`src/hdl/palette_allocate_or_nearest_defines.svh`:
```
// Assertion macros for the palette allocator.
// Included by pal_dp, which carries the concurrent checks; needs clk_i and rst_ni in scope.
`ifndef PALETTE_ALLOCATE_OR_NEAREST_DEFINES_SVH
`define PALETTE_ALLOCATE_OR_NEAREST_DEFINES_SVH

// Checked on every clock edge outside reset.
`define PAL_ASSERT(label, prop, msg) \
  label: assert property (@(posedge clk_i) disable iff (!rst_ni) (prop)) else $error(msg);

// Checked on every clock edge, reset included.
`define PAL_ASSERT_ALWAYS(label, prop, msg) \
  label: assert property (@(posedge clk_i) (prop)) else $error(msg);

`endif

```
`src/hdl/pal_pkg.sv`:
```
// Shared types, codes and the color distance function for the palette allocator.
// No dependencies.
package pal_pkg;

  localparam int unsigned PAL_DEPTH = 256;

  localparam int unsigned RED_SHIFT   = 11;
  localparam int unsigned GREEN_SHIFT = 5;
  localparam logic [4:0]  FIVE_MASK   = 5'h1F;
  localparam logic [5:0]  SIX_MASK    = 6'h3F;

  localparam int unsigned DIST_W = 13;
  localparam logic [DIST_W-1:0] DIST_MAX = '1;

  localparam logic [1:0] OUTCOME_MATCH   = 2'd0;
  localparam logic [1:0] OUTCOME_APPEND  = 2'd1;
  localparam logic [1:0] OUTCOME_NEAREST = 2'd2;

  typedef enum logic [1:0] {
    ST_IDLE,
    ST_SCAN,
    ST_FINISH
  } pal_state_e;

  typedef struct packed {
    logic start;
    logic scan;
    logic finish;
  } pal_cmd_t;

  typedef struct packed {
    logic scan_done;
    logic out_free;
  } pal_sts_t;

  function automatic logic [DIST_W-1:0] pal_dist(input logic [15:0] a, input logic [15:0] b);
    logic [5:0]  ra, rb, ga, gb, ba, bb;
    logic [5:0]  dr, dg, db;
    logic [11:0] sr, sg, sb;
    ra = {1'b0, a[RED_SHIFT +: 5] & FIVE_MASK};
    rb = {1'b0, b[RED_SHIFT +: 5] & FIVE_MASK};
    ga = a[GREEN_SHIFT +: 6] & SIX_MASK;
    gb = b[GREEN_SHIFT +: 6] & SIX_MASK;
    ba = {1'b0, a[4:0] & FIVE_MASK};
    bb = {1'b0, b[4:0] & FIVE_MASK};
    dr = (ra > rb) ? (ra - rb) : (rb - ra);
    dg = (ga > gb) ? (ga - gb) : (gb - ga);
    db = (ba > bb) ? (ba - bb) : (bb - ba);
    sr = dr * dr;
    sg = dg * dg;
    sb = db * db;
    return DIST_W'(sr) + DIST_W'(sg) + DIST_W'(sb);
  endfunction

endpackage

```
`src/hdl/pal_ctrl.sv`:
```
// Controller state machine for the palette allocator.
// Depends on pal_pkg; drives pal_dp through the command struct.
module pal_ctrl (
  input  logic              clk_i,
  input  logic              rst_ni,
  input  logic              in_valid_i,
  output logic              in_ready_o,
  input  pal_pkg::pal_sts_t sts_i,
  output pal_pkg::pal_cmd_t cmd_o
);
  import pal_pkg::*;

  pal_state_e state_q, state_d;

  always_ff @(posedge clk_i or negedge rst_ni) begin
    if (!rst_ni) begin
      state_q <= ST_IDLE;
    end else begin
      state_q <= state_d;
    end
  end

  always_comb begin
    state_d = state_q;
    case (state_q)
      ST_IDLE: begin
        if (in_valid_i) state_d = ST_SCAN;
      end
      ST_SCAN: begin
        if (sts_i.scan_done) state_d = ST_FINISH;
      end
      ST_FINISH: begin
        if (sts_i.out_free) state_d = ST_IDLE;
      end
      default: state_d = ST_IDLE;
    endcase
  end

  always_comb begin
    in_ready_o = 1'b0;
    cmd_o      = '0;
    case (state_q)
      ST_IDLE: begin
        in_ready_o = 1'b1;
        cmd_o.start = in_valid_i;
      end
      ST_SCAN: begin
        cmd_o.scan = 1'b1;
      end
      ST_FINISH: begin
        cmd_o.finish = sts_i.out_free;
      end
      default: begin
        in_ready_o = 1'b0;
      end
    endcase
  end

endmodule

```
`src/hdl/pal_dp.sv`:
```
// Datapath for the palette allocator: palette memory, scan pipeline, counters, output register.
// Depends on pal_pkg and palette_allocate_or_nearest_defines.svh; commanded by pal_ctrl.
`include "palette_allocate_or_nearest_defines.svh"

module pal_dp #(
  parameter int unsigned PALETTE_DEPTH = pal_pkg::PAL_DEPTH
) (
  input  logic              clk_i,
  input  logic              rst_ni,
  input  logic [15:0]       color_i,
  input  pal_pkg::pal_cmd_t cmd_i,
  output pal_pkg::pal_sts_t sts_o,
  output logic              out_valid_o,
  input  logic              out_ready_i,
  output logic [7:0]        index_o,
  output logic [1:0]        outcome_o,
  output logic [8:0]        entries_used_o,
  output logic [31:0]       overflow_total_o
);
  import pal_pkg::*;

  localparam int unsigned AW = (PALETTE_DEPTH > 1) ? $clog2(PALETTE_DEPTH) : 1;
  localparam int unsigned CW = $clog2(PALETTE_DEPTH + 1);
  localparam logic [CW-1:0] DEPTH_C = CW'(PALETTE_DEPTH);

  logic [15:0]       mem [PALETTE_DEPTH];
  logic [15:0]       color_q;
  logic [15:0]       rdata_q;
  logic [CW-1:0]     used_q;
  logic [CW-1:0]     rd_addr_q;
  logic [AW-1:0]     rd_idx_q;
  logic              rdv_q;
  logic              found_q;
  logic [AW-1:0]     match_idx_q;
  logic [DIST_W-1:0] best_q;
  logic [AW-1:0]     best_idx_q;
  logic [31:0]       ovf_q;
  logic              out_valid_q;
  logic [7:0]        index_q;
  logic [1:0]        outcome_q;
  logic [8:0]        entries_q;
  logic [31:0]       ovf_out_q;

  logic              issue;
  logic              append;
  logic              nearest;
  logic [DIST_W-1:0] cand_dist;

  assign issue     = cmd_i.scan && (rd_addr_q < used_q);
  assign append    = cmd_i.finish && !found_q && (used_q < DEPTH_C);
  assign nearest   = cmd_i.finish && !found_q && (used_q >= DEPTH_C);
  assign cand_dist = pal_dist(color_q, rdata_q);

  assign sts_o.scan_done = !issue && !rdv_q;
  assign sts_o.out_free  = !out_valid_q || out_ready_i;

  always_ff @(posedge clk_i) begin
    if (append) mem[used_q[AW-1:0]] <= color_q;
    if (issue) rdata_q <= mem[rd_addr_q[AW-1:0]];
    if (issue) rd_idx_q <= rd_addr_q[AW-1:0];
    if (cmd_i.start) color_q <= color_i;
  end

  always_ff @(posedge clk_i or negedge rst_ni) begin
    if (!rst_ni) begin
      rd_addr_q   <= '0;
      rdv_q       <= 1'b0;
      found_q     <= 1'b0;
      match_idx_q <= '0;
      best_q      <= DIST_MAX;
      best_idx_q  <= '0;
    end else if (cmd_i.start) begin
      rd_addr_q   <= '0;
      rdv_q       <= 1'b0;
      found_q     <= 1'b0;
      match_idx_q <= '0;
      best_q      <= DIST_MAX;
      best_idx_q  <= '0;
    end else begin
      rdv_q <= issue;
      if (issue) rd_addr_q <= rd_addr_q + 1'b1;
      if (rdv_q) begin
        if (!found_q && (rdata_q == color_q)) begin
          found_q     <= 1'b1;
          match_idx_q <= rd_idx_q;
        end
        if (cand_dist < best_q) begin
          best_q     <= cand_dist;
          best_idx_q <= rd_idx_q;
        end
      end
    end
  end

  always_ff @(posedge clk_i or negedge rst_ni) begin
    if (!rst_ni) begin
      used_q      <= '0;
      ovf_q       <= '0;
      out_valid_q <= 1'b0;
    end else begin
      if (append) used_q <= used_q + 1'b1;
      if (nearest) ovf_q <= ovf_q + 32'd1;
      if (cmd_i.finish) begin
        out_valid_q <= 1'b1;
      end else if (out_ready_i) begin
        out_valid_q <= 1'b0;
      end
    end
  end

  always_ff @(posedge clk_i) begin
    if (cmd_i.finish) begin
      if (found_q) begin
        index_q   <= 8'(match_idx_q);
        outcome_q <= OUTCOME_MATCH;
        entries_q <= 9'(used_q);
        ovf_out_q <= ovf_q;
      end else if (append) begin
        index_q   <= 8'(used_q);
        outcome_q <= OUTCOME_APPEND;
        entries_q <= 9'(used_q + 1'b1);
        ovf_out_q <= ovf_q;
      end else begin
        index_q   <= 8'(best_idx_q);
        outcome_q <= OUTCOME_NEAREST;
        entries_q <= 9'(used_q);
        ovf_out_q <= ovf_q + 32'd1;
      end
    end
  end

  assign out_valid_o      = out_valid_q;
  assign index_o          = index_q;
  assign outcome_o        = outcome_q;
  assign entries_used_o   = entries_q;
  assign overflow_total_o = ovf_out_q;

  `PAL_ASSERT_ALWAYS(a_used_bound, !rst_ni || (used_q <= DEPTH_C), "used count above palette depth")
  `PAL_ASSERT(a_read_in_use, rdv_q |-> (CW'(rd_idx_q) < used_q), "read of an entry not in use")
  `PAL_ASSERT(a_match_in_use, found_q |-> (CW'(match_idx_q) < used_q), "match index not in use")
  `PAL_ASSERT(a_append_grows, append |=> (used_q == $past(used_q) + 1'b1),
              "append did not grow the palette")

endmodule

```
`src/hdl/palette_allocate_or_nearest.sv`:
```
// Each accepted transaction is compared with every palette entry in use, one entry per cycle from the
// palette memory read port; the color is then matched, appended or mapped to the nearest entry and the
// result registered, once the previous result has been taken on out_ready_i. No new transaction is
// accepted until the result is registered; in_ready_o is high only in the idle state.
// Reset (rst_ni, asynchronous, active low) empties the palette and clears the overflow count;
// palette memory contents are not cleared and no clearing pass runs.
module palette_allocate_or_nearest #(
  parameter int unsigned PALETTE_DEPTH = pal_pkg::PAL_DEPTH
) (
  input  logic        clk_i,
  input  logic        rst_ni,
  input  logic        in_valid_i,
  output logic        in_ready_o,
  input  logic [15:0] color_i,
  output logic        out_valid_o,
  input  logic        out_ready_i,
  output logic [7:0]  index_o,
  output logic [1:0]  outcome_o,
  output logic [8:0]  entries_used_o,
  output logic [31:0] overflow_total_o
);
  import pal_pkg::*;

  pal_cmd_t cmd;
  pal_sts_t sts;

  pal_ctrl u_ctrl (
    .clk_i      (clk_i),
    .rst_ni     (rst_ni),
    .in_valid_i (in_valid_i),
    .in_ready_o (in_ready_o),
    .sts_i      (sts),
    .cmd_o      (cmd)
  );

  pal_dp #(
    .PALETTE_DEPTH (PALETTE_DEPTH)
  ) u_dp (
    .clk_i            (clk_i),
    .rst_ni           (rst_ni),
    .color_i          (color_i),
    .cmd_i            (cmd),
    .sts_o            (sts),
    .out_valid_o      (out_valid_o),
    .out_ready_i      (out_ready_i),
    .index_o          (index_o),
    .outcome_o        (outcome_o),
    .entries_used_o   (entries_used_o),
    .overflow_total_o (overflow_total_o)
  );

endmodule
```
`config.mk`:
```
export PLATFORM = sky130hd
export DESIGN_NAME = palette_allocate_or_nearest
export DESIGN_NICKNAME = d
export VERILOG_FILES = /design/src/hdl/pal_pkg.sv /design/src/hdl/pal_ctrl.sv /design/src/hdl/pal_dp.sv /design/src/hdl/palette_allocate_or_nearest.sv
export VERILOG_INCLUDE_DIRS = /design/src /design/src/hdl
export SDC_FILE = /design/constraint.sdc
export NUM_CORES = 2
export LEC_CHECK = 0
export BUFFER_PORTS_ARGS = -buffer_cell sky130_fd_sc_hd__buf_2
export CAP_MARGIN = 20
export CORE_ASPECT_RATIO = 1.2
export CORE_MARGIN = 2
export CORE_UTILIZATION = 30
export DETAILED_ROUTE_END_ITERATION = 10
export GPL_TIMING_DRIVEN = 1
export PLACE_DENSITY = 0.4
export SLEW_MARGIN = 20
export SYNTH_ARGS = -nofsm -noshare
export SYNTH_HDL_FRONTEND = slang
export SYNTH_HIERARCHICAL = 1
export SYNTH_SLANG_ARGS = --single-unit
```
`constraint.sdc`:
```
create_clock -name clk_i -period 17.8 [get_ports clk_i]
set_clock_uncertainty 0.15 [all_clocks]
set_input_delay 0.89 -clock clk_i [delete_from_list [all_inputs] [get_ports clk_i]]
set_output_delay 0.89 -clock clk_i [all_outputs]
set_load 0.005 [all_outputs]
```
After elaboration in Yosys (flattened, before gate mapping). Memories as Yosys holds them, arrays and structs flattened. A register that Yosys moved wholly into a read port is not among the register bits. Cells that the tools add are included.

$add $sub $neg: 11. Multipliers: 3. Order comparisons: 7. Equality and inequality tests: 6. Muxes and demuxes: 37. Reductions and logical operators: 20.

Operators by type and width (number): 32-bit two-way mux (2); 8-bit two-way mux (8); 13-bit two-way mux (3); 6-bit by 6-bit multiplier with 12-bit output (3); 9-bit two-way mux (4); 32-bit by 1-bit adder with 32-bit output, second input constant (1); 5-bit by 5-bit subtractor with 6-bit output (4); 9-bit by 1-bit adder with 9-bit output, second input constant (2); 6-bit two-way mux (3); 16-bit equality test (1); 12-bit by 12-bit adder with 13-bit output (1); 13-bit by 12-bit adder with 13-bit output (1); 13-bit < comparator (1); 1-bit two-way mux (12); 6-bit subtractor (2); 5-bit greater-than comparator (2); 2-bit nonzero test (5); 9-bit greater-or-equal comparator, second input constant (1); 9-bit < comparator (1); 9-bit < comparator, second input constant (1); 2-bit two-way mux (4); 6-bit greater-than comparator (1); 1-bit logical AND (6); 2-bit one-hot mux with 3 select lines (1); other kinds (9) (14).

Register bits after elaboration: 159. Memory bits (writable): 4096. Input bits: 20. Output and inout port bits: 53. Logic and storage cells: 101. Memories kept: 1.

Memory list: u_dp.mem (words 256, bits a word 16, rd ports 1, clocked after memory_dff 1, write ports 1, RTL line pal_dp.sv:26) `logic [15:0] mem [PALETTE_DEPTH];`.

Depth between registers and ports, before layout.
Word-level depth: 9. Mapped depth: 40. Mapped depth without buffers: 39.

Hierarchy. The synthesis kept the hierarchy.

By module, submodules not included: pal_dp (times used 1, cells an instance 8146, area each 169162.2 µm², sequential area each 127798.8 µm²); pal_ctrl (times used 1, cells an instance 12, area each 108.9 µm², sequential area each 50.0 µm²).

Worst setup path after synthesis. Ideal clock, no wire load.

Path type: reg-to-reg. Start: register u_dp.color_q[6]. End: register u_dp.best_idx_q[2]. Library setup time: 132 ps. Arrival time: 12106 ps. Setup slack: 5412 ps. Cell stages (with the launch flop): 37. Period minus slack after synthesis: 12388 ps. Cell sequence: edfxtp_1 -> inv_1 -> ha_1 -> nand4_1 -> nor2_1 -> nor2_1 -> nand2_1 -> mux2_2 -> or2_2 -> a221oi_1 -> nand2_1 -> fa_1 -> fa_1 -> inv_1 -> fa_1 -> inv_1 -> fa_1 -> inv_1 -> fa_1 -> inv_1 -> fa_1 -> inv_1 -> ha_1 -> a21oi_1 -> o21bai_1 -> a2111oi_0 -> or3_1 -> xnor2_1 -> ha_1 -> a21oi_1 -> nor2b_1 -> o21ai_0 -> o2111ai_1 -> nor2_1 -> clkbuf_1 -> mux2i_1 -> nor2_1.

Longest elaborated chain between the ends: 8. Elaborated cells on any way between the ends: 10.

RTL lines: start: declaration (RTL line pal_dp.sv:27) `logic [15:0] color_q;`; start signal: assignment (RTL line pal_dp.sv:61) `if (cmd_i.start) color_q <= color_i;`; 6-bit subtractor / 6-bit greater-than comparator (equally long branches) (RTL line pal_pkg.sv:47) `dg = (ga > gb) ? (ga - gb) : (gb - ga);`; 6-bit two-way mux * (RTL line pal_pkg.sv:47); 6-bit by 6-bit multiplier with 12-bit output * (RTL line pal_pkg.sv:50) `sg = dg * dg;`; 12-bit by 12-bit adder with 13-bit output * (RTL line pal_pkg.sv:52) `return DIST_W'(sr) + DIST_W'(sg) + DIST_W'(sb);`; 13-bit by 12-bit adder with 13-bit output * (RTL line pal_pkg.sv:52); 13-bit < comparator * (RTL line pal_dp.sv:87) `if (cand_dist < best_q) begin`; 2-bit nonzero test (no source line) *; 2-bit AND reduction (no source line) *; end signal: assignment (RTL line pal_dp.sv:89) `best_idx_q <= rd_idx_q;`; end: declaration (RTL line pal_dp.sv:36) `logic [AW-1:0] best_idx_q;`.

Mark *: on every way between the ends. The rest lies on a longest branch, timed or not. A chain may end at the register's enable or synchronous reset.

Worst setup path after layout.
Start: register u_dp.color_q[8]. End: register u_dp.best_idx_q[2].

Same word-level chain as after synthesis.

==> metrics.txt <==
via count 85332; synth-to-layout area growth 15.5%; I/O pin count between 70 and 80; cells on worst reg2reg path 36; yosys warns 6; fin crit share 65.5%; final worst slack between 6 and 7 ns; # DRC 0; Worst-Margin Slew between 1 and 1.5 ns; most common cell after layout, fill and taps aside edfxtp_1; clk sink count between 4000 and 5000; Die X-Extent approximately 690 um; Worst-path clk slew 0.06 ns; share of flip-flops with an asynchronous set or reset under 10%; H-tree depth 5; postcts setup bufs 0; clk_lat worst skew between 1 and 1.5 ns; worst-case clock buffer depth 4; commonest register cell after synthesis edfxtp_1; Starting Density a little under a third; crit path capture u_dp/best_idx_q[2]; r2r endpoint u_dp/best_idx_q[2]; clock tree root buffer cell clkbuf_16; Mapped Cells about 8000; RSZ-0062 raised after global routing false; compound-gate portion of the synthesized area slightly below 3%; max_cap viols 0; Netlist Area Pre-Place ~170000 sq um; Rel. slew slack between 15 and 20%; # rows 302; final wirelength about 560 mm; Req. time, crit path about 19 ns; max incr delay on CP around 1.1 ns; met1 WL 235 mm; Tot GR Track Use 19.4%; most frequent cells in the layout edfxtp_1, mux4_2, mux2i_1, clkbuf_16, buf_4; max-slew violation count 0; status complete, no violations; final layout net count roughly 8900; CTS Buf Count 444; vias in the first global route roughly 90000; TritonRoute pass-1 iters 6; Fillers between 50000 and 60000; final setup fails 0; post-synthesis simple-gate area fraction 2.18%; post-route minimum period 11.67 ns; Critical path origin u_dp/color_q[8]; total power 41.4 mW; largest family of logic cells by synthesized area multiplexers; Adder-Cell Fraction of Synth Area 1.46%; vias per cell about 5.2; gpl congestion between 0.7 and 0.8; VDD IR max ~1500 uV; worst min path class primary input to register; Synth Area per Inst 20.7 sq um; total negative slack 0 ns; Leakage just over 60 nW; met2 wire len roughly 290 mm; Post-Synth XOR/XNOR Area less than 1%; Post-synth EDFFs between 4000 and 5000; area of the die 570000 sq um; initial antenna violation count 46; core area roughly 560000 sq um; Port-buffer cells between 70 and 80; RR Startpoint u_dp/color_q[8]; Die Y between 800 and 900 um; pre-CTS setup slack between 6 and 7 ns; Routed wire per std cell 34.0 um; global-route wire length before repair between 700 and 800 mm; Synth Net Count 8336; Slowest-stage cell, CP edfxtp_1; DR iter-0 viols 8218; post-detail-place hpwl about 340 mm; Congestion Overflow GR 0; Hold Fails Final Rpt 0; post-synthesis mux area share between 10% and 20%; kind of critical path register to register; Crit path arrival time 12.41 ns; pin count of the biggest net entering global routing 179; Final ANT Viol Nets 0; uppermost layer routed met5; Seq/Total Area, Yosys about 76%; CTS tree yes; FMAX approximately 0.086 GHz; startpoint types register; met3 WL post-DR roughly 26 mm; R2R setup slack between 6 and 7 ns; Worst Setup End Kind register; Synth cell types between 70 and 80; Pwr Density around 210 nW/um^2; Synth Register Bits between 4000 and 5000; Max FO, Critical Path 157; share of layout cells above drive strength 1 between 20% and 30%
-- routing by layer --
| layer | GRT usage (%) | up-vias |
|---|---|---|
| li1 | - | 34767 |
| met1 | 25.6 | 47524 |
| met2 | 33.9 | 2427 |
| met3 | 2.30 | 606 |
| met4 | 4.98 | 8 |
| met5 | 0 | - |
-- through the flow --
step / area [sq um] / hold slack [ns] / util [%] / cells
floorplan: 169000 / 0.295 / - / 8158
global placement: 181000 / 0.334 / 32.2 / 15664
detailed placement: 181000 / 0.345 / 32.2 / 15667
CTS: 195000 / 0.0316 / 34.7 / 16498
global route: 196000 / 0.0704 / 34.7 / 16511
finish: 196000 / 0.121 / 34.7 / 16528
-- worst max-delay path, delay by kind of cell, from the launching register on --
kind	cells	cell delay [ns]
xor gates and xnor gates	1	0.15
buffers and inverters	8	1.27
muxes	2	0.57
AOI/OAI and AO/OA	9	2.48
adders and majority gates	9	3.96
and+or+nand+nor	7	1.48
DFF	1	1.05
-- logic make-up (layout without fill, tap and decap cells) --
| family | Yosys count | in the layout |
|---|---|---|
| compound gates | 712 | 712 |
| xor+xnor | 102 | 102 |
| fa+ha+maj | 158 | 158 |
| buf+inv | 629 | 1523 |
| flops | 4271 | 4271 |
| mux | 1436 | 1436 |
| other cells | 0 | 28 |
| simple gates | 850 | 850 |
-- where the power goes --
group          switching (mW)  internal [mW]  total [mW]
Clock                    3.95           5.15        9.11
Combinational            12.1           8.54        20.7
Sequential             0.0855           11.6        11.7
Total                    16.2           25.3        41.4
-- Yosys cell counts (66+ instances only) --
library cell	instances	area, sq um
edfxtp_1	4187	126000
mux4_2	940	21200
mux2i_1	468	4680
nor2_1	411	1540
clkbuf_1	228	856
nand2_1	207	777
inv_1	169	634
a21oi_1	148	741
o21ai_0	99	495
ha_1	92	1150
o221ai_1	83	727
buf_2	76	380
xnor2_1	74	648
dfrtp_1	71	1780
o22ai_1	70	438
fa_1	66	1320
-- sequential cells by signal (all words and copies together), names as in the netlist --
name / flops
u_dp/entries_used_o: 9
u_dp/rdata_q: 16
u_dp/best_idx_q: 8
u_dp/outcome_o: 2
u_dp/index_o: 8
u_dp/overflow_total_o: 32
u_dp/ovf_q: 32
u_dp/out_valid_o: 1
u_dp/rdv_q: 1
u_dp/match_idx_q: 8
u_dp/mem: 4096
u_dp/rd_addr_q: 9
u_ctrl/state_q: 2
u_dp/best_q: 13
u_dp/rd_idx_q: 8
u_dp/used_q: 9
u_dp/found_q: 1
u_dp/color_q: 16
-- final cells by class --
type | instances | area, sq um | area share [%]
sequential | 4271 | 128000 | 65.4
timing repair buffer | 538 | 4320 | 2.21
multi-input combinational | 3258 | 39400 | 20.1
clock inverter | 240 | 2110 | 1.08
inverter | 171 | 656 | 0.335
antenna | 28 | 70.1 | 0.0358
tap | 7448 | 9320 | 4.77
clock buffer | 574 | 11800 | 6.04
-- worst min path at each step --
stage / from / end / slack [ns] / depth (start not counted)
finish: color_i[14] / u_dp/color_q[14] / 0.12 / 1
detailed placement: u_dp/ovf_q[31] / u_dp/ovf_q[31] / 0.35 / 1
CTS: color_i[14] / u_dp/color_q[14] / 0.03 / 1
global route: color_i[13] / u_dp/color_q[13] / 0.07 / 1
global placement: u_dp/ovf_q[31] / u_dp/ovf_q[31] / 0.33 / 1
floorplan: u_dp/rd_addr_q[2] / u_dp/rd_idx_q[2] / 0.30 / 0
-- what timing repair did --
item	in CTS	in global routing
gates resized for setup	0	0
hold buffers	17	0
hold endpoints to repair	36	0
endpoints found under the setup margin	0	0
Power figures use the tool's default switching activity.
